## src/hw/rtl/fully_connected_layer_mac_defines.svh

```systemverilog
// Assertion macros of the fully connected layer MAC top level.
`ifndef FULLY_CONNECTED_LAYER_MAC_DEFINES_SVH
`define FULLY_CONNECTED_LAYER_MAC_DEFINES_SVH

`ifndef SYNTH
// Property checked at every clock edge outside reset.
`define FCLM_ASSERT(lbl, clk, rst, prop) \
   lbl: assert property (@(posedge clk) disable iff (rst) (prop)) \
      else $error("fclm assertion failed");
// Implication checked in the cycle after the trigger, outside reset.
`define FCLM_ASSERT_NEXT(lbl, clk, rst, trig, cons) \
   lbl: assert property (@(posedge clk) disable iff (rst) (trig) |=> (cons)) \
      else $error("fclm assertion failed");
`else
`define FCLM_ASSERT(lbl, clk, rst, prop)
`define FCLM_ASSERT_NEXT(lbl, clk, rst, trig, cons)
`endif

`endif

```

## src/hw/rtl/fclm_pkg.sv

```systemverilog
// Types, codes and defaults of the fully connected layer MAC block.
package fclm_pkg;

   localparam int DATA_W    = 16;
   localparam int PROD_W    = 2 * DATA_W;
   localparam int LEN_W     = 7;
   localparam int ACC_W     = PROD_W + LEN_W + 1;
   localparam int IDX_W     = 6;
   localparam int CSR_IDX_W = 2;

   localparam int DEF_MAX_IN    = 64;
   localparam int DEF_MAX_OUT   = 64;
   localparam int DEF_FRAC_BITS = 8;

   localparam logic [1:0] REQ_WEIGHT = 2'd0;
   localparam logic [1:0] REQ_BIAS   = 2'd1;
   localparam logic [1:0] REQ_INPUT  = 2'd2;

   localparam logic [CSR_IDX_W-1:0] CSR_IN_LEN   = 2'd0;
   localparam logic [CSR_IDX_W-1:0] CSR_OUT_LEN  = 2'd1;
   localparam logic [CSR_IDX_W-1:0] CSR_BIAS_EN  = 2'd2;

   // Tag that travels beside each MAC step through the datapath.
   typedef struct packed {
      logic             valid;
      logic             first;
      logic             last;
      logic             out_end;
      logic [IDX_W-1:0] row;
   } mac_tag_type;

endpackage

```

## src/hw/rtl/fclm_mac.sv

```systemverilog
// Multiply-accumulate datapath: product, accumulate, bias add, scale and clip.
module fclm_mac import fclm_pkg::*; #(
   parameter int FRAC_BITS = DEF_FRAC_BITS
) (
   input  logic              clock,
   input  logic              reset,
   input  mac_tag_type       issue_tag,
   input  logic [DATA_W-1:0] weight_data,
   input  logic [DATA_W-1:0] input_data,
   input  logic [DATA_W-1:0] bias_data,
   input  logic              bias_en,
   output logic              rsp_valid,
   output logic [IDX_W-1:0]  rsp_out_index,
   output logic [DATA_W-1:0] rsp_out_value,
   output logic              rsp_sat_flag,
   output logic              rsp_out_last
);

   mac_tag_type              tag_s1_ff, tag_s2_ff, tag_s3_ff, tag_s4_ff;
   logic signed [PROD_W-1:0] prod_in, prod_ff;
   logic [DATA_W-1:0]        bias_s2_ff, bias_s3_ff;
   logic signed [ACC_W-1:0]  acc_in, acc_ff;
   logic signed [ACC_W-1:0]  bias_ext;
   logic signed [ACC_W-1:0]  sum_in, sum_ff;
   logic signed [ACC_W-1:0]  scaled;
   logic [ACC_W-DATA_W:0]    high_bits;
   logic                     sat_in;
   logic [DATA_W-1:0]        value_in;
   logic                     rsp_valid_ff;
   logic [IDX_W-1:0]         rsp_index_ff;
   logic [DATA_W-1:0]        rsp_value_ff;
   logic                     rsp_sat_ff;
   logic                     rsp_last_ff;

   assign prod_in  = $signed(weight_data) * $signed(input_data);
   assign acc_in   = (tag_s2_ff.first ? '0 : acc_ff) +
                     {{(ACC_W-PROD_W){prod_ff[PROD_W-1]}}, prod_ff};
   assign bias_ext = $signed({{(ACC_W-DATA_W){bias_s3_ff[DATA_W-1]}}, bias_s3_ff})
                     <<< FRAC_BITS;
   assign sum_in   = bias_en ? (acc_ff + bias_ext) : acc_ff;

   // Arithmetic shift rounds toward minus infinity; clip when the high bits disagree.
   assign scaled    = sum_ff >>> FRAC_BITS;
   assign high_bits = scaled[ACC_W-1:DATA_W-1];
   assign sat_in    = !((&high_bits) || !(|high_bits));
   always_comb begin
      if (!sat_in) begin
         value_in = scaled[DATA_W-1:0];
      end else if (scaled[ACC_W-1]) begin
         value_in = {1'b1, {(DATA_W-1){1'b0}}};
      end else begin
         value_in = {1'b0, {(DATA_W-1){1'b1}}};
      end
   end

   always_ff @(posedge clock) begin
      if (reset) begin
         tag_s1_ff    <= '0;
         tag_s2_ff    <= '0;
         tag_s3_ff    <= '0;
         tag_s4_ff    <= '0;
         rsp_valid_ff <= 1'b0;
      end else begin
         tag_s1_ff    <= issue_tag;
         tag_s2_ff    <= tag_s1_ff;
         tag_s3_ff    <= tag_s2_ff;
         tag_s4_ff    <= tag_s3_ff.last ? tag_s3_ff : '0;
         rsp_valid_ff <= tag_s4_ff.valid;
      end
   end

   always_ff @(posedge clock) begin
      prod_ff      <= prod_in;
      bias_s2_ff   <= bias_data;
      bias_s3_ff   <= bias_s2_ff;
      if (tag_s2_ff.valid) begin
         acc_ff <= acc_in;
      end
      sum_ff       <= sum_in;
      rsp_index_ff <= tag_s4_ff.row;
      rsp_value_ff <= value_in;
      rsp_sat_ff   <= sat_in;
      rsp_last_ff  <= tag_s4_ff.out_end;
   end

   assign rsp_valid     = rsp_valid_ff;
   assign rsp_out_index = rsp_index_ff;
   assign rsp_out_value = rsp_value_ff;
   assign rsp_sat_flag  = rsp_sat_ff;
   assign rsp_out_last  = rsp_last_ff;

endmodule

```

## config.mk

```make
export PLATFORM = sky130hd
export DESIGN_NAME = fclm_mac
export DESIGN_NICKNAME = d
export VERILOG_FILES = /design/src/hw/rtl/fully_connected_layer_mac_defines.svh /design/src/hw/rtl/fclm_pkg.sv /design/src/hw/rtl/fclm_mac.sv
export SDC_FILE = /design/constraint.sdc
export NUM_CORES = 1
export LEC_CHECK = 0
export BUFFER_PORTS_ARGS = -buffer_cell sky130_fd_sc_hd__buf_2
export CELL_PAD_IN_SITES_DETAIL_PLACEMENT = 1
export CELL_PAD_IN_SITES_GLOBAL_PLACEMENT = 2
export CORE_AREA = 2 2 218 220
export DETAILED_ROUTE_END_ITERATION = 16
export DIE_AREA = 0 0 220 222
export PLACE_DENSITY_LB_ADDON = 0.25
export SYNTH_ARGS = -nofsm -noshare
export SYNTH_HDL_FRONTEND = slang
export SYNTH_SLANG_ARGS = --single-unit
export TNS_END_PERCENT = 5
```

## constraint.sdc

```tcl
create_clock -name clock -period 6.3 [get_ports clock]
set_input_delay 0.315 -clock clock [delete_from_list [all_inputs] [get_ports clock]]
set_output_delay 0.315 -clock clock [all_outputs]
set_load 0.005 [all_outputs]
```

---- Yosys cells after proc, flatten, opt, wreduce, memory -nomap -nowiden ----
Cells that the tools add are included.
storage, ports and cells
  input bits .............................. 61
  register bits ........................... 206
  logic and storage cells ................. 41
  output and inout bits ................... 25
cells by class
  bitwise gates (word level) .............. 1
  add/sub/neg operators ................... 2
  muxes and demuxes ....................... 4
  reduce and logical (&&, ||, !) cells .... 6
  $mul .................................... 1
operators with widths
  cell                number
  $mux W40            2
  $add A40 B24 Y40    1
  $add A40 B40 Y40    1
  $mul A16 B16 Y32    1
  $mux W16            2
  $reduce_and A17 Y1  1
  $reduce_or A17 Y1   1
  $logic_not A1 Y1    2
  $reduce_or A2 Y1    1
  $logic_or A1 B1 Y1  1
  $not A1 Y1          1

---- Longest topological paths before layout ----
  word-level depth ........................ 4
  depth in mapped cells ................... 24
  depth with buffers taken out ............ 23

---- Least setup slack after synthesis ----
OpenSTA, ideal clock, no wires.
  path type ............................... input -> register
  start point ............................. in weight_data[11]
  end point ............................... reg prod_ff[29]
  setup time .............................. 0.119 ns
  data required time ...................... 6.181 ns
  stages .................................. 21
  data arrival time ....................... 5.667 ns
  setup slack ............................. 0.514 ns
  cells stage by stage .................... clkbuf_1 -> nand2_1 -> fa_1 -> fa_1 -> fa_1 -> inv_1 -> fa_1 -> fa_1 -> inv_1 -> fa_1 -> inv_1 -> ha_1 -> a21o_1 -> a21o_1 -> a21oi_1 -> o21ai_0 -> or2_1 -> a211o_1 -> a31o_1 -> a211oi_1 -> nor2_1
between the ends
  word-level cells in the longest chain between the ends .. 1
RTL lines
  item                  RTL line        text
  start, declared       fclm_mac.sv:8   input logic [DATA_W-1:0] weight_data,
  $mul A16 B16 Y32      fclm_mac.sv:35  assign prod_in = $signed(weight_data) * $signed(input_data);
  net prod_in[29]       fclm_mac.sv:20  logic signed [PROD_W-1:0] prod_in, prod_ff;
  end signal, assigned  fclm_mac.sv:73  prod_ff <= prod_in;
  end, declared         fclm_mac.sv:20
The timed path passes the listed nets, and every way through them passes these cells.
A chain may end at the register's enable or synchronous reset.

---- Worst setup path in the final report ----
  start point ............................. in input_data[10]
  end point ............................... reg prod_ff[26]
between the ends
  word-level cells in the longest chain between the ends .. 1
RTL lines
  item              RTL line        text
  start, declared   fclm_mac.sv:9   input logic [DATA_W-1:0] input_data,
  $mul A16 B16 Y32  fclm_mac.sv:35
  net prod_in[26]   fclm_mac.sv:20
The timed path passes the listed nets, and every way through them passes these cells.

==> flow_summary.toml <==
[yosys]
synth.distinct_cells = 72
yosysWarnings = 0
ys_ff_latch = 198
synth_seq_area_share_pct = 23.15
syn_area_um2 = 18850
synth_area_leaders = "fa_1, dfxtp_1, ha_1, inv_1, edfxtp_1"
synth_top_cell_area_share_pct = 28.03
syn_inst = 1955
synth_top_area_cell = "fa_1"
syn-num-nets = 2432
synth-edff-count = 40
async_reset_ff_share_pct = 0
synth_area_per_cell_um2 = 9.644
synthFlopType = "dfxtp_1"

[routing]
drt-wirelength-per-cell_um = 16.77
routed_wl_um = 44720
drt_iter0_drc = 489
drt_pre_antenna_iters = 4
drc_errors = 0
vias = 13180
vias_per_cell = 4.943
ant_nets = 0

[sta]
fin_skew_ns = 0.008437
drv_slew = 0
fmax_mhz = 173.8
max_slew_margin_pct = 31.32
timing.final.ws_setup_ns = 0.5452
setup_viol = 0
report.final.hold_viol_count = 0
finalCriticalPeriod_ns = 5.755
finalCritPeriodShare_pct = 91.35
grt_setup_unrepaired = "no"
tightest_slew_ns = 1.030
setup_tns_ns = 0

[finish]
syn2layout_area_growth_pct = 10.45
antenna_cells = 0
post-route-util_pct = 45.02
layout-drive-gt1-share_pct = 8.791
fin_nets = 2523

[critical_path]
worstPathMaxFanout = 16
worst-endpoint-required_ns = 6.64
crit_path_end_kind = "flop"
r2r_setup_slack_ns = 2.33
cp-start-kind = "primary input"
arrival_ns = 6.10
path_class = "in2reg"

[floorplanning]
dieArea_um2 = 48840
die_w_um = 220
rows = 79
die_y_um = 222
io_pins = 86
initial_core_util_pct = 40.76
core_area_um2 = 46260

[place]
routabilityCongestion = 0.8054
post-dp-hpwl_um = 37030
post-place-ws_ns = -0.0006155
io_buffers = 85

[global_route]
antenna_found_initial = 0
gr-total-overflow = 0
grt_use_total_pct = 19.35
grt_pass1_vias = 14960
grt_pass1_wl_um = 76220
grt_max_degree = 42

[run_status]
status = "finished clean"

[clock_tree]
clock-root-buffer = "clkbuf_16"
cts_setup_buffers = 0
cts-buffers-inserted = 17
cts_htree_levels = 4
clock_latency_ns = 0.45
cts_tree = "yes"
path_clk_slew_ns = 0.08
cts_buffer_depth = 2
clock_sinks = 198

[hold_path]
min_path_type = "in2reg"

[job]
maxCapViolations = 0
[metal layers]
layer | up-vias | wire length, um | GRT usage [%]
li1 | 6439 | - | -
met1 | 6559 | 21630 | 26.77
met2 | 149 | 21270 | 32.83
met3 | 31 | 1257 | 1.728
met4 | 0 | 561 | 4.287
met5 | - | 0 | 0
[critical path, stage by stage]
cell and delay [ns]:
buf_2 0.33, nand2_1 0.16, fa_1 0.57, inv_1 0.07, fa_1 0.59, fa_1 0.44
fa_1 0.46, fa_1 0.49, inv_1 0.05, fa_1 0.47, inv_1 0.04, ha_1 0.38
nand3_1 0.12, nor2_1 0.18, nand2_1 0.07, o21ai_0 0.44, o211ai_1 0.22, a21oi_1 0.27
nor4_1 0.09, a311o_1 0.31
[flip-flops by register name, indices dropped and copies added, names as in the netlist]
| register | flops |
|---|---|
| acc_ff | 40 |
| prod_ff | 32 |
| sum_ff | 32 |
| bias_s2_ff | 16 |
| bias_s3_ff | 16 |
| rsp_out_value | 16 |
| tag_s1_ff | 10 |
| tag_s2_ff | 10 |
| tag_s3_ff | 9 |
| tag_s4_ff | 8 |
| rsp_out_index | 6 |
| rsp_out_last | 1 |
| rsp_sat_flag | 1 |
| rsp_valid | 1 |
[cell families (layout without fill, tap and decap cells)]
| group | count (synthesis) | in the layout | share of synthesized area [%] |
|---|---|---|---|
| AND/OR/NAND/NOR | 559 | 559 | 15.26 |
| XOR/XNOR | 89 | 89 | 4.134 |
| multiplexers | 18 | 18 | 1.068 |
| adder cells (fa/ha/maj) | 416 | 416 | 38.12 |
| AO/OA/AOI/OAI | 289 | 289 | 10.57 |
| flip-flops | 198 | 198 | 23.15 |
| buffers and inverters | 386 | 490 | 7.705 |
[cells in the final DEF, fill, tap and decap left out, types with 16 or more instances in the layout]
| cell | synthesis | routed |
|---|---|---|
| fa_1 | 264 | 264 |
| nor2b_1 | 74 | 74 |
| edfxtp_1 | 40 | 40 |
| mux2_2 | 17 | 17 |
| ha_1 | 152 | 152 |
| buf_4 | 0 | 22 |
| xor2_1 | 24 | 24 |
| a21oi_1 | 78 | 78 |
| nand2_1 | 168 | 168 |
| buf_2 | 2 | 85 |
| nor2_1 | 74 | 74 |
| dfxtp_1 | 158 | 157 |
| and2_1 | 131 | 131 |
| nor3_1 | 23 | 23 |
| dlygate4sd3_1 | 0 | 16 |
| nand2b_1 | 19 | 19 |
| a21o_1 | 49 | 49 |
| clkbuf_16 | 0 | 17 |
| xnor2_1 | 65 | 65 |
| inv_1 | 335 | 335 |
| o21ai_0 | 43 | 43 |
[synthesized netlist by cell type, types with 40 or more instances]
| cell | number |
|---|---|
| a21o_1 | 49 |
| nor2_1 | 74 |
| inv_1 | 335 |
| o21ai_0 | 43 |
| xnor2_1 | 65 |
| nand2_1 | 168 |
| nor2b_1 | 74 |
| ha_1 | 152 |
| a21oi_1 | 78 |
| edfxtp_1 | 40 |
| clkbuf_1 | 46 |
| and2_1 | 131 |
| dfxtp_1 | 158 |
| fa_1 | 264 |
[stage by stage]
step	instance area, um^2	hold slack, ns	cells
after floorplan	18850	0.3096	1955
final	20820	0.07127	2666
after global routing	20820	0.05520	2666
after global placement	20020	0.3104	2618
after detailed placement	20020	0.3135	2618
after CTS	20820	0.04585	2666
[final timing paths]
| path | depth (start not counted) | end | startpoint |
|---|---|---|---|
| max reg2reg | 13 | acc_ff[21]$_DFFE_PP_ | tag_s2_ff[8]$_SDFF_PP0_ |
| min reg2reg | 0 | bias_s3_ff[4]$_DFF_P_ | bias_s2_ff[4]$_DFF_P_ |
| min | 2 | tag_s1_ff[6]$_SDFF_PP0_ | issue_tag[6] |
| max | 20 | prod_ff[26]$_DFF_P_ | input_data[10] |
[cell type report]
class / count / area [um^2]
clock buffer: 17 / 425.4
clock inverter: 15 / 220.2
fill: 5231 / 25440
inverter: 335 / 1257
multi-input combinational: 1371 / 13050
sequential: 198 / 4365
tap: 607 / 759.5
timing repair buffer: 123 / 750.7
[what timing repair did]
action                                 CTS  global route
hold buffers                            16             0
gates resized for setup                  0             0
endpoints found under the hold margin   16             0
Power is not shown: default switching activity piles up to over one toggle a cycle in this logic, so the estimate is an artifact.
