**config.mk**
```make
export PLATFORM = sky130hd
export DESIGN_NAME = fclm_ram
export DESIGN_NICKNAME = d
export VERILOG_FILES = /design/src/hw/rtl/fully_connected_layer_mac_defines.svh /design/src/hw/rtl/fclm_ram.sv
export SDC_FILE = /design/constraint.sdc
export NUM_CORES = 1
export LEC_CHECK = 0
export BUFFER_PORTS_ARGS = -buffer_cell sky130_fd_sc_hd__buf_2
export CORE_ASPECT_RATIO = 1.75
export CORE_MARGIN = 8
export CORE_UTILIZATION = 40
export CTS_CLUSTER_DIAMETER = 60
export DETAILED_ROUTE_END_ITERATION = 16
export GPL_TIMING_DRIVEN = 1
export PLACE_DENSITY = 0.66
export SLEW_MARGIN = 0
export SYNTH_ARGS = -nofsm -noshare
export SYNTH_HDL_FRONTEND = slang
export SYNTH_SLANG_ARGS = --single-unit
```
**constraint.sdc**
```tcl
create_clock -name clock -period 4.9 [get_ports clock]
set_clock_uncertainty 0.15 [all_clocks]
set_input_delay 0.98 -clock clock [delete_from_list [all_inputs] [get_ports clock]]
set_output_delay 0.98 -clock clock [all_outputs]
set_load 0.02 [all_outputs]
```
**src/hw/rtl/fully_connected_layer_mac_defines.svh**
```systemverilog
// Assertion macros of the fully connected layer MAC top level.
`ifndef FULLY_CONNECTED_LAYER_MAC_DEFINES_SVH
`define FULLY_CONNECTED_LAYER_MAC_DEFINES_SVH

`ifndef SYNTH
// Property checked at every clock edge outside reset.
`define FCLM_ASSERT(lbl, clk, rst, prop) \
   lbl: assert property (@(posedge clk) disable iff (rst) (prop)) \
      else $error("fclm assertion failed");
// Implication checked in the cycle after the trigger, outside reset.
`define FCLM_ASSERT_NEXT(lbl, clk, rst, trig, cons) \
   lbl: assert property (@(posedge clk) disable iff (rst) (trig) |=> (cons)) \
      else $error("fclm assertion failed");
`else
`define FCLM_ASSERT(lbl, clk, rst, prop)
`define FCLM_ASSERT_NEXT(lbl, clk, rst, trig, cons)
`endif

`endif

```
**src/hw/rtl/fclm_ram.sv**
```systemverilog
// Generic single write port, single read port RAM with registered read.
module fclm_ram #(
   parameter int WIDTH = 16,
   parameter int DEPTH = 64
) (
   input  logic                                   clock,
   input  logic                                   wr_en,
   input  logic [(DEPTH > 1 ? $clog2(DEPTH) : 1)-1:0] wr_addr,
   input  logic [WIDTH-1:0]                       wr_data,
   input  logic [(DEPTH > 1 ? $clog2(DEPTH) : 1)-1:0] rd_addr,
   output logic [WIDTH-1:0]                       rd_data
);

   logic [WIDTH-1:0] mem_ff [DEPTH];
   logic [WIDTH-1:0] rd_data_ff;

   always_ff @(posedge clock) begin
      if (wr_en) begin
         mem_ff[wr_addr] <= wr_data;
      end
      rd_data_ff <= mem_ff[rd_addr];
   end

   assign rd_data = rd_data_ff;

endmodule

```
* After elaboration in Yosys (flattened, before gate mapping)
Memory sizes are Yosys's and may differ from the RTL's. A register that Yosys moved wholly into a read port is not among the register bits.
Index checks and enable logic that the tools add are counted.
Widths: inputs -> output; s select.
** Word-level totals
- Register bits :: 0
- Memory bits (writable) :: 1024
- Memories :: 1
** Memory list
- mem_ff :: depth 64, bits a word 16, rd ports 1, clocked after Yosys merged registers in 1, wr ports 1, line fclm_ram.sv:14 : logic [WIDTH-1:0] mem_ff [DEPTH];
** Operators by class
- Multiplexer cells :: 2
** Operators by type and width (number)
- $mux 1 :: 2

* Depth between registers and ports, before layout
Gate-level depths: netlist of run 1.
- Depth after elaboration :: 2
- Depth in mapped cells :: 10
- Gate-level depth less buffers :: 5

* Least setup slack after synthesis of run 1
OpenSTA, ideal clock, no wires.
- Kind :: input-to-reg
- Start point :: input port wr_addr[3] in the netlist's numbering
- End point :: memory mem_ff[48][0] (enable)
- Arrival time :: 2.606 ns
- Data required time :: 4.341 ns
- Path slack :: 1.735 ns
- Stages on the path :: 4
- Path buffers :: 1
- Cells stage by stage :: clkbuf_1 nor2b_1 nand4b_1 nor3_1
** RTL lines
- start: declaration :: line fclm_ram.sv:8 : input logic [(DEPTH > 1 ? $clog2(DEPTH) : 1)-1:0] wr_addr,
- end: declaration :: line fclm_ram.sv:14
Straight into the memory's write port.

==> results of run 1 <==
## sequential cells by signal, summed over array words and instances (netlist names)
register	cells
mem_ff	1024
rd_data	16
## cells by family (layout without fill, tap and decap cells)
group	after synthesis	after routing
flip-flops	1040	1040
buffers and inverters	104	317
other	0	6
AO/OA/AOI/OAI	129	129
multiplexers	336	336
AND/OR/NAND/NOR	220	220
## stage by stage
stage,utilization,total power [mW]
5_1_grt,0.451,17.9
4_1_cts,0.451,17.6
2_1_floorplan,-,10.6
6_report,0.451,17.5
3_5_place_dp,0.425,11.0
3_3_place_gp,0.425,11.0
## metal layers
layer | vias up | track usage
li1 | 7946 | -
met1 | 10200 | 0.201
met2 | 730 | 0.318
met3 | 208 | 0.0253
met4 | 4 | 0.101
met5 | - | 0
## Yosys cell counts (8+ instances only)
master / number
sky130_fd_sc_hd__buf_2: 36
sky130_fd_sc_hd__mux4_2: 220
sky130_fd_sc_hd__a211oi_1: 8
sky130_fd_sc_hd__dfxtp_1: 16
sky130_fd_sc_hd__a311oi_1: 8
sky130_fd_sc_hd__a211o_1: 8
sky130_fd_sc_hd__nand2_1: 59
sky130_fd_sc_hd__a21oi_1: 17
sky130_fd_sc_hd__edfxtp_1: 1024
sky130_fd_sc_hd__clkbuf_1: 24
sky130_fd_sc_hd__nor2b_1: 30
sky130_fd_sc_hd__buf_4: 13
sky130_fd_sc_hd__mux2i_1: 85
sky130_fd_sc_hd__nand4_1: 12
sky130_fd_sc_hd__a31oi_1: 8
sky130_fd_sc_hd__buf_6: 17
sky130_fd_sc_hd__nor2_1: 72
sky130_fd_sc_hd__mux2_2: 27
sky130_fd_sc_hd__a221oi_1: 16
sky130_fd_sc_hd__a22oi_1: 39
sky130_fd_sc_hd__nand3_1: 24
## cell type report
| type | count | area (um2) |
|---|---|---|
| antenna | 6 | 15.0 |
| clock buffer | 100 | 2210 |
| clock inverter | 52 | 442 |
| fill | 8154 | 54500 |
| multi-input combinational | 685 | 8260 |
| sequential | 1040 | 31100 |
| tap | 1317 | 1650 |
| timing repair buffer | 165 | 1210 |
## path summary, 6_finish.rpt
kind / from / to / slack [ps] / depth (start not counted)
max: rd_addr[1] / rd_data[0] / 1520 / 7
min: wr_data[15] / mem_ff[3][15] / 620 / 1
max reg2reg: mem_ff[31][9] / rd_data[9] / 2550 / 5
min reg2reg: mem_ff[36][11] / rd_data[11] / 760 / 3
## worst reg2reg max path, cell delays in order (launching register included)
cell and delay, ps:
sky130_fd_sc_hd__edfxtp_1 370, sky130_fd_sc_hd__mux4_2 470, sky130_fd_sc_hd__mux2i_1 540, sky130_fd_sc_hd__nand3_1 180, sky130_fd_sc_hd__a31oi_1 390, sky130_fd_sc_hd__a311oi_1 100
## power groups by stage
| stage | logic [mW] | clock network (mW) | registers [mW] |
|---|---|---|---|
| after global placement | 0.951 | 0 | 10.1 |
| after floorplan | 0.510 | 0 | 10.1 |
| after global routing | 1.00 | 7.04 | 9.88 |
| after detailed placement | 0.971 | 0 | 10.1 |
| final | 0.962 | 6.65 | 9.88 |
| after CTS | 0.973 | 6.75 | 9.88 |
==> qor.json, run 1 <==
{
  "placement.io_buffers": {"value": 45},
  "crit_path_start_kind": {"value": "primary input"},
  "timing.setup.tns": {"value": 0, "unit": "ps"},
  "seqPwrFrac": {"value": 0.565},
  "cell_area_after_synthesis": {"value": 40000, "unit": "um2"},
  "core-area": {"value": 99400, "unit": "um2"},
  "final_max_slew_viol_count": {"value": 0},
  "final-instance-count-excl-fill": {"value": 3365},
  "groute.usage.overall": {"value": 0.177},
  "clock_tree.htree_level_count": {"value": 3},
  "post-synth-top-area-fraction": {"value": 0.768},
  "worstPathCellList": {"value": "buf_6 > buf_4 > mux4_2 > mux2i_1 > nand3_1 > a31oi_1 > a311oi_1"},
  "power_per_cell_area": {"value": 390, "unit": "nW/um2"},
  "yosysUniqueCellTypes": {"value": 43},
  "initial_core_util": {"value": 0.403},
  "antenna_found_initial": {"value": 10},
  "slowest_delay": {"value": 570, "unit": "ps"},
  "dr.first_iter.drc_count": {"value": 1941},
  "ios": {"value": 46},
  "async_reset_ff_frac": {"value": 0},
  "crit_type": {"value": "in2reg"},
  "final_design_area_no_fill": {"value": 44900, "unit": "um2"},
  "detailed_place.area": {"value": 42200, "unit": "um2"},
  "cts_setup_buffers": {"value": 0},
  "combPwrFrac": {"value": 0.055},
  "number_of_enable_flip_flop_cells_after_synthesis": {"value": 1024},
  "post_synth.cell_area_avg": {"value": 21.9, "unit": "um2"},
  "postCtsResizedCells": {"value": 0},
  "place_hpwl": {"value": 63800, "unit": "um"},
  "die_h": {"value": 435, "unit": "um"},
  "layout.cells.most_common": {"value": "sky130_fd_sc_hd__edfxtp_1"},
  "simple_gate_share_of_the_synthesized_area": {"value": 0.0265},
  "cp-end-kind": {"value": "flop"},
  "drt-vias-per-instance": {"value": 5.67},
  "critPathSlowestCell": {"value": "sky130_fd_sc_hd__buf_4"},
  "met3_wirelength": {"value": 5540, "unit": "um"},
  "synth_flop_cell": {"value": "sky130_fd_sc_hd__edfxtp_1"},
  "num-nets-final": {"value": 2004},
  "detail_route.wl_per_cell": {"value": 29.3, "unit": "um"},
  "min_path_type": {"value": "in2reg"},
  "portion_of_netlist_area_occupied_by_mux_cells": {"value": 0.155},
  "timing.slew.headroom": {"value": 0.269},
  "clock_tree_from_tritoncts": {"value": "done"},
  "width_of_the_chip": {"value": 255, "unit": "um"},
  "floorplan.rows": {"value": 153},
  "internal_power": {"value": 13.8, "unit": "mW"},
  "worst_endpoint_data_arrival_time": {"value": 3720, "unit": "ps"},
  "worstSkewPairLatency": {"value": 650, "unit": "ps"},
  "hold_fix_buffer_count_after_cts": {"value": 0},
  "postLayoutSetupSlackWorst": {"value": 1520, "unit": "ps"},
  "yosys.area.top_type": {"value": "sky130_fd_sc_hd__edfxtp_1"},
  "setup_repair_after_global_routing_missed_its_margin": {"value": "no"},
  "synth_seq_area_share": {"value": 0.776},
  "area_growth": {"value": 12.0, "unit": "%"},
  "grt.overflow.total": {"value": 0},
  "antenna_violating_nets_post_route": {"value": 0},
  "cp_bufs_invs": {"value": 2},
  "final-setup-viol-count": {"value": 0},
  "max_freq": {"value": 296, "unit": "MHz"},
  "clock_path_buffers": {"value": 3},
  "post-place-cells": {"value": 3207},
  "layout_worst_path_cycle_share": {"value": 0.690},
  "clock_power_share": {"value": 0.380},
  "whs": {"value": 624, "unit": "ps"},
  "wl": {"value": 98500, "unit": "um"},
  "clock-root-buffer": {"value": "sky130_fd_sc_hd__clkbuf_16"},
  "syn_nets": {"value": 1859},
  "vdd_drop_max": {"value": 0.000240, "unit": "V"},
  "cts.sinks": {"value": 1040},
  "ys_ff_latch": {"value": 1040},
  "finalCriticalPeriod": {"value": 3380, "unit": "ps"},
  "synth_compound_gate_area_share": {"value": 0.0241},
  "ys.warnings.count": {"value": 0},
  "synthesis.instances": {"value": 1829},
  "fraction_of_final_layout_cells_sized_beyond_drive_strength_1": {"value": 0.269},
  "grt_pass1_wl": {"value": 141000, "unit": "um"},
  "swShare": {"value": 0.212},
  "power_switching": {"value": 3.71, "unit": "mW"},
  "dr_total_vias": {"value": 19100},
  "clkSlewWorstSetupHoldPaths": {"value": 70, "unit": "ps"},
  "ys_top_cells_by_area": {"value": "sky130_fd_sc_hd__edfxtp_1, sky130_fd_sc_hd__mux4_2, sky130_fd_sc_hd__mux2i_1"},
  "tritoncts.num_buffers": {"value": 82},
  "cpLargestDelayFamily": {"value": "buffers and inverters"},
  "status": {"value": "finished, final reports clean"},
  "route.top_layer_used": {"value": "met5"},
  "peak_fanout_along_the_critical_path": {"value": 55},
  "final_cell_mix": {"value": "sky130_fd_sc_hd__edfxtp_1, sky130_fd_sc_hd__mux4_2, sky130_fd_sc_hd__buf_4"},
  "leakage_power": {"value": 14.1, "unit": "nW"},
  "m1WireLength": {"value": 34200, "unit": "um"},
  "dieArea": {"value": 111000, "unit": "um2"},
  "worstMarginPinSlew": {"value": 1100, "unit": "ps"},
  "detail_route.drc_violations": {"value": 0},
  "detailroute.wirelength.met2": {"value": 52600, "unit": "um"},
  "grt_pass1_vias": {"value": 19600},
  "final_hold_fails": {"value": 0},
  "synth_top_family_by_area": {"value": "multiplexers"},
  "post_synth_fa_ha_maj_area_fraction": {"value": 0},
  "maxCapViolations": {"value": 0},
  "place_worst_setup_slack": {"value": 871, "unit": "ps"},
  "critPathRequiredTime": {"value": 5240, "unit": "ps"},
  "gp_congestion": {"value": 0.912},
  "post_synth_xor_xnor_area": {"value": 0},
  "maximum_number_of_pins_on_one_net_before_global_route_repair": {"value": 98},
  "firstDrtPassIters": {"value": 5}
}
No activity file was read; power rests on OpenSTA's default activity.
==> run 2: changes to the inputs <==
clock period = 3.4 ns   (was 4.9 ns; I/O delays follow)
==> run 2 against run 1 <==
Cell area is 1.7% higher; sequential cell count stayed put; clock power grew 52%; cell count is 1.9% higher; non-clock buffer count grew 61; setup slack worse by 920 ps; count of clock-buffer cells in the layout decreased by 6; power increased by 48%; critical endpoint is now rd_data[3]; largest cell class unchanged.
==> qor.json, run 2 (synthesis gave the netlist of run 1 again) <==
{
  "final_hold_fails": {"value": 0},
  "min_path_type": {"value": "in2reg"},
  "worst-r2r-setup-slack": {"value": 920, "unit": "ps"},
  "cp-end-kind": {"value": "flop"},
  "slowest_delay": {"value": 610, "unit": "ps"},
  "postLayoutSetupSlackWorst": {"value": 594, "unit": "ps"},
  "tritoncts.num_buffers": {"value": 84},
  "drt-vias-per-instance": {"value": 5.68},
  "detailed_place.area": {"value": 42800, "unit": "um2"},
  "grt_pass1_vias": {"value": 20100},
  "combPwrFrac": {"value": 0.057},
  "peak_fanout_along_the_critical_path": {"value": 27},
  "final_design_area_no_fill": {"value": 45600, "unit": "um2"},
  "width_of_the_chip": {"value": 255, "unit": "um"},
  "vdd_drop_max": {"value": 0.000316, "unit": "V"},
  "area_growth": {"value": 13.9, "unit": "%"},
  "num-fill-cells": {"value": 8123},
  "flip_flop_count_of_the_largest_register_all_copies_and_words_added": {"value": 1024},
  "detail_route.drc_violations": {"value": 0},
  "critPathSlowestCell": {"value": "sky130_fd_sc_hd__a31oi_1"},
  "seqPwrFrac": {"value": 0.550},
  "crit_type": {"value": "in2reg"},
  "setup_repair_after_global_routing_missed_its_margin": {"value": "no"},
  "regMostFlops": {"value": "mem_ff"},
  "utilization": {"value": 0.459},
  "final_cell_mix": {"value": "sky130_fd_sc_hd__edfxtp_1, sky130_fd_sc_hd__mux4_2, sky130_fd_sc_hd__buf_4"},
  "critPathRequiredTime": {"value": 3770, "unit": "ps"},
  "num-nets-final": {"value": 2067},
  "antenna_found_initial": {"value": 8},
  "worstPathCellList": {"value": "buf_8 > buf_12 > buf_4 > mux4_2 > mux2i_1 > a22oi_1 > a31oi_1 > a311oi_1"},
  "max_freq": {"value": 356, "unit": "MHz"},
  "layout.cells.most_common": {"value": "sky130_fd_sc_hd__edfxtp_1"},
  "hold_fix_buffer_count_after_cts": {"value": 0},
  "die_h": {"value": 435, "unit": "um"},
  "cts.sinks": {"value": 1040},
  "clock-root-buffer": {"value": "sky130_fd_sc_hd__clkbuf_16"},
  "dr.first_iter.drc_count": {"value": 1903},
  "clock_power_share": {"value": 0.392},
  "worstMarginPinSlew": {"value": 1260, "unit": "ps"},
  "clkSlewWorstSetupHoldPaths": {"value": 70, "unit": "ps"},
  "postCtsResizedCells": {"value": 0},
  "leakage_power": {"value": 14.5, "unit": "nW"},
  "gp_congestion": {"value": 0.949},
  "finalCriticalPeriod": {"value": 2810, "unit": "ps"},
  "grt_pass1_wl": {"value": 146000, "unit": "um"},
  "wl": {"value": 103000, "unit": "um"},
  "power_switching": {"value": 5.51, "unit": "mW"},
  "reg2regPathDepth": {"value": 5},
  "power": {"value": 25.9, "unit": "mW"},
  "antenna_violating_nets_post_route": {"value": 0},
  "crit_path_start_kind": {"value": "primary input"},
  "final-setup-viol-count": {"value": 0},
  "power_per_cell_area": {"value": 567, "unit": "nW/um2"},
  "fraction_of_final_layout_cells_sized_beyond_drive_strength_1": {"value": 0.290},
  "status": {"value": "finished, final reports clean"},
  "core-area": {"value": 99400, "unit": "um2"},
  "clock_tree.htree_level_count": {"value": 3},
  "firstDrtPassIters": {"value": 5},
  "clock_tree_from_tritoncts": {"value": "done"},
  "worstSkewPairLatency": {"value": 680, "unit": "ps"},
  "reg2reg_from": {"value": "mem_ff[26][3]"},
  "cts_setup_buffers": {"value": 0},
  "layout_worst_path_cycle_share": {"value": 0.825},
  "detail_route.wl_per_cell": {"value": 30.2, "unit": "um"},
  "min_path_cells": {"value": 1},
  "swShare": {"value": 0.213},
  "final_max_slew_viol_count": {"value": 0},
  "hold-path-endpoint": {"value": "mem_ff[2][8]"},
  "place_hpwl": {"value": 69200, "unit": "um"},
  "dieArea": {"value": 111000, "unit": "um2"},
  "floorplan.rows": {"value": 153},
  "place_worst_setup_slack": {"value": -110, "unit": "ps"},
  "clock_path_buffers": {"value": 3},
  "groute.usage.overall": {"value": 0.186},
  "worst_endpoint_data_arrival_time": {"value": 3180, "unit": "ps"},
  "maximum_number_of_pins_on_one_net_before_global_route_repair": {"value": 65},
  "timing.slew.headroom": {"value": 0.162},
  "crit-reg2reg-capture": {"value": "rd_data[3]"},
  "placement.io_buffers": {"value": 45},
  "internal_power": {"value": 20.4, "unit": "mW"},
  "maxCapViolations": {"value": 0},
  "grt.overflow.total": {"value": 0},
  "ios": {"value": 46},
  "initial_core_util": {"value": 0.403},
  "dr_total_vias": {"value": 19500},
  "hp-start": {"value": "wr_data[8]"}
}
==> run 2: changes by cell type in the layout (fill, tap and decap cells not counted) <==
cell and delta:
sky130_fd_sc_hd__inv_6 +3, sky130_fd_sc_hd__buf_12 +9, sky130_fd_sc_hd__clkinv_2 -13, sky130_fd_sc_hd__bufinv_16 +6, sky130_fd_sc_hd__clkbuf_8 -2, sky130_fd_sc_hd__inv_16 +1, sky130_fd_sc_hd__clkinvlp_4 +7, sky130_fd_sc_hd__nor2_2 -3
sky130_fd_sc_hd__clkinv_1 +4, sky130_fd_sc_hd__clkbuf_1 -4, sky130_fd_sc_hd__nor2_1 +3, sky130_fd_sc_hd__buf_4 +52
==> run 2: worst max-delay path, delay by kind of cell <==
kind / cells / cell delay [ps]
AOI/OAI and AO/OA: 3 / 910
muxes: 2 / 830
buffers and inverters: 3 / 650
==> run 2: how the worst max path moves through the flow <==
stage | startpoint | end | cells past startpoint
after floorplan | wr_addr[3] | mem_ff[48][0] | 4
after global placement | rd_addr[0] | rd_data[3] | 8
after detailed placement | rd_addr[0] | rd_data[3] | 8
after CTS | rd_addr[0] | rd_data[3] | 8
after global routing | rd_addr[0] | rd_data[3] | 8
final | rd_addr[0] | rd_data[3] | 8
==> run 2: final cells by class <==
type / instances / area (um2) / area share
multi-input combinational: 685 / 8250 / 0.181
clock inverter: 60 / 671 / 0.0147
clock buffer: 94 / 2170 / 0.0476
antenna: 6 / 15.0 / 0.000329
tap: 1317 / 1650 / 0.0361
sequential: 1040 / 31100 / 0.681
timing repair buffer: 226 / 1780 / 0.0391
==> run 2: routing by layer <==
layer  track usage  up-vias  share of wire
met3        0.0345      209          0.061
met5             0        -        0.00026
met2         0.340      839           0.54
li1              -     8073              -
met1         0.202    10300           0.34
met4         0.101        4          0.059
==> run 2: power by group through the flow <==
stage          Sequential (mW)  Combinational [mW]  Clock (mW)
6_report                  14.2                1.48        10.1
5_1_grt                   14.2                1.55        10.7
4_1_cts                   14.2                1.50        10.3
3_5_place_dp              14.5                1.50           0
3_3_place_gp              14.5                1.47           0
2_1_floorplan             14.5               0.735           0
==> run 2: stage by stage <==
step / TNS (ps) / cells / hold WS, ps
2_1_floorplan: 0 / 1829 / 600
3_3_place_gp: -122 / 3268 / 695
3_5_place_dp: -110 / 3268 / 687
4_1_cts: 0 / 3422 / 212
5_1_grt: 0 / 3423 / 229
6_report: 0 / 3428 / 257
==> run 3: changes to the inputs <==
clock period = 2.8 ns   (was 3.4 ns; I/O delays follow)
==> run 3 against run 2 <==
Via count decreased by 0.27%; core utilization rose by 0.50 points; sequential share of layout area fell by 0.74 points; setup slack got worse by 170 ps; routed wire length down 4.3%; cell area rose by 1.1%; critical path depth shrank 1; power rose by 17%; non-clock buffer count grew 58; critical path type is now reg2reg.
==> qor.json, run 3 (synthesis gave the netlist of run 1 again) <==
{
  "status": {"value": "finished, final reports clean"},
  "hp-start": {"value": "wr_data[10]"},
  "min_path_type": {"value": "in2reg"},
  "num-fill-cells": {"value": 8090},
  "groute.usage.overall": {"value": 0.179},
  "peak_fanout_along_the_critical_path": {"value": 1},
  "critPathSlowestCell": {"value": "sky130_fd_sc_hd__a22oi_1"},
  "slowest_delay": {"value": 620, "unit": "ps"},
  "place_hpwl": {"value": 65000, "unit": "um"},
  "postCtsResizedCells": {"value": 0},
  "detail_route.wl_per_cell": {"value": 28.4, "unit": "um"},
  "vdd_drop_max": {"value": 0.000427, "unit": "V"},
  "crit_path_start": {"value": "mem_ff[4][1]"},
  "worstSkewPairLatency": {"value": 660, "unit": "ps"},
  "max_freq": {"value": 421, "unit": "MHz"},
  "firstDrtPassIters": {"value": 5},
  "worstPathCellList": {"value": "mux4_2 > mux2i_1 > buf_4 > a22oi_1 > a31oi_1 > buf_4 > a311oi_1"},
  "grt.overflow.total": {"value": 0},
  "worstMarginPinSlew": {"value": 1060, "unit": "ps"},
  "die_h": {"value": 435, "unit": "um"},
  "floorplan.rows": {"value": 153},
  "cts.sinks": {"value": 1040},
  "dr_total_vias": {"value": 19400},
  "flip_flop_count_of_the_largest_register_all_copies_and_words_added": {"value": 1024},
  "antenna_violating_nets_post_route": {"value": 0},
  "final_max_slew_viol_count": {"value": 0},
  "grt_pass1_vias": {"value": 20500},
  "gp_congestion": {"value": 0.928},
  "dr.first_iter.drc_count": {"value": 1724},
  "fraction_of_final_layout_cells_sized_beyond_drive_strength_1": {"value": 0.304},
  "maximum_number_of_pins_on_one_net_before_global_route_repair": {"value": 65},
  "utilization": {"value": 0.464},
  "wl": {"value": 98900, "unit": "um"},
  "width_of_the_chip": {"value": 255, "unit": "um"},
  "cts_setup_buffers": {"value": 0},
  "setup_repair_after_global_routing_missed_its_margin": {"value": "no"},
  "final_cell_mix": {"value": "sky130_fd_sc_hd__edfxtp_1, sky130_fd_sc_hd__mux4_2, sky130_fd_sc_hd__buf_4"},
  "post-place-cells": {"value": 3326},
  "crit_path_start_kind": {"value": "flop"},
  "regMostFlops": {"value": "mem_ff"},
  "area_growth": {"value": 15.1, "unit": "%"},
  "timing.slew.headroom": {"value": 0.294},
  "clock_tree_from_tritoncts": {"value": "done"},
  "antenna_found_initial": {"value": 14},
  "initial_core_util": {"value": 0.403},
  "core-area": {"value": 99400, "unit": "um2"},
  "detail_route.drc_violations": {"value": 0},
  "critPathRequiredTime": {"value": 3200, "unit": "ps"},
  "clock-root-buffer": {"value": "sky130_fd_sc_hd__clkbuf_16"},
  "reg2reg_from": {"value": "mem_ff[4][1]"},
  "critPathMostFrequentCell": {"value": "sky130_fd_sc_hd__buf_4"},
  "clock_tree.htree_level_count": {"value": 3},
  "leakage_power": {"value": 14.7, "unit": "nW"},
  "layout_worst_path_cycle_share": {"value": 0.849},
  "crit_type": {"value": "reg2reg"},
  "clkSlewWorstSetupHoldPaths": {"value": 70, "unit": "ps"},
  "placement.io_buffers": {"value": 45},
  "finalCriticalPeriod": {"value": 2380, "unit": "ps"},
  "worst_endpoint_data_arrival_time": {"value": 2770, "unit": "ps"},
  "clock_path_buffers": {"value": 3},
  "final-setup-viol-count": {"value": 0},
  "hold_fix_buffer_count_after_cts": {"value": 0},
  "final_hold_fails": {"value": 0},
  "num-nets-final": {"value": 2123},
  "dieArea": {"value": 111000, "unit": "um2"},
  "final-instance-count-excl-fill": {"value": 3483},
  "drt-vias-per-instance": {"value": 5.57},
  "layout.cells.most_common": {"value": "sky130_fd_sc_hd__edfxtp_1"},
  "maxCapViolations": {"value": 0},
  "power_per_cell_area": {"value": 657, "unit": "nW/um2"},
  "tritoncts.num_buffers": {"value": 82},
  "grt_pass1_wl": {"value": 142000, "unit": "um"},
  "ios": {"value": 46},
  "cp-end-kind": {"value": "flop"},
  "worst-r2r-setup-slack": {"value": 420, "unit": "ps"}
}
run 3: cell types whose count changed in the layout (fill, tap and decap cells not counted), sizes merged:
cell,previous run,this run
buf,225,283
bufinv,13,4
clkbuf,95,104
clkinvlp,9,4
diode,6,9
inv,7,6
run 3: layout make-up:
type                       instances  area, um2  share of cell area
antenna                            9       22.5            0.000488
multi-input combinational        685       8250               0.179
timing repair buffer             284       2610              0.0566
clock buffer                     103       2160              0.0469
tap                             1317       1650              0.0357
clock inverter                    45        350             0.00760
sequential                      1040      31100               0.674
run 3: stage by stage:
| stage | total power, mW | hold WS, ps | cell area (um2) | worst slack (ps) | setup TNS (ps) |
|---|---|---|---|---|---|
| after global routing | 31.1 | 196 | 46100 | 404 | 0 |
| after global placement | 19.5 | 715 | 43600 | -183 | -1140 |
| final | 30.3 | 207 | 46100 | 423 | 0 |
| after detailed placement | 19.5 | 715 | 43600 | -199 | -1550 |
| after CTS | 30.5 | 173 | 46100 | 401 | 0 |
| after floorplan | 18.5 | 509 | 40000 | 55.2 | 0 |
run 3: path summary, 6_finish.rpt:
path,cells after the start,to
worst max-delay path,7,rd_data[1]
worst min-delay path,1,mem_ff[18][10]
worst max register to register,7,rd_data[1]
worst min register to register,3,rd_data[9]
run 3: worst max-delay path: cells and delay by family, from the launching register on:
family | cells | cell delay (ps)
AOI/OAI and AO/OA | 3 | 1130
buffers and inverters | 2 | 360
DFF | 1 | 330
muxes | 2 | 310
run 3: per-layer routing:
| metal | wire length (um) | global-route usage | vias up |
|---|---|---|---|
| met2 | 53000 | 0.321 | 718 |
| met1 | 34100 | 0.198 | 10300 |
| met5 | 12 | 0 | - |
| met3 | 5340 | 0.0270 | 196 |
| met4 | 6440 | 0.106 | 2 |
| li1 | - | - | 8183 |
run 3: report_power, final:
group          internal (mW)  total (mW)  switching [mW]
sequential              17.2        17.3          0.0574
combinational          0.743        1.86            1.12
clock                   5.88        11.2            5.27
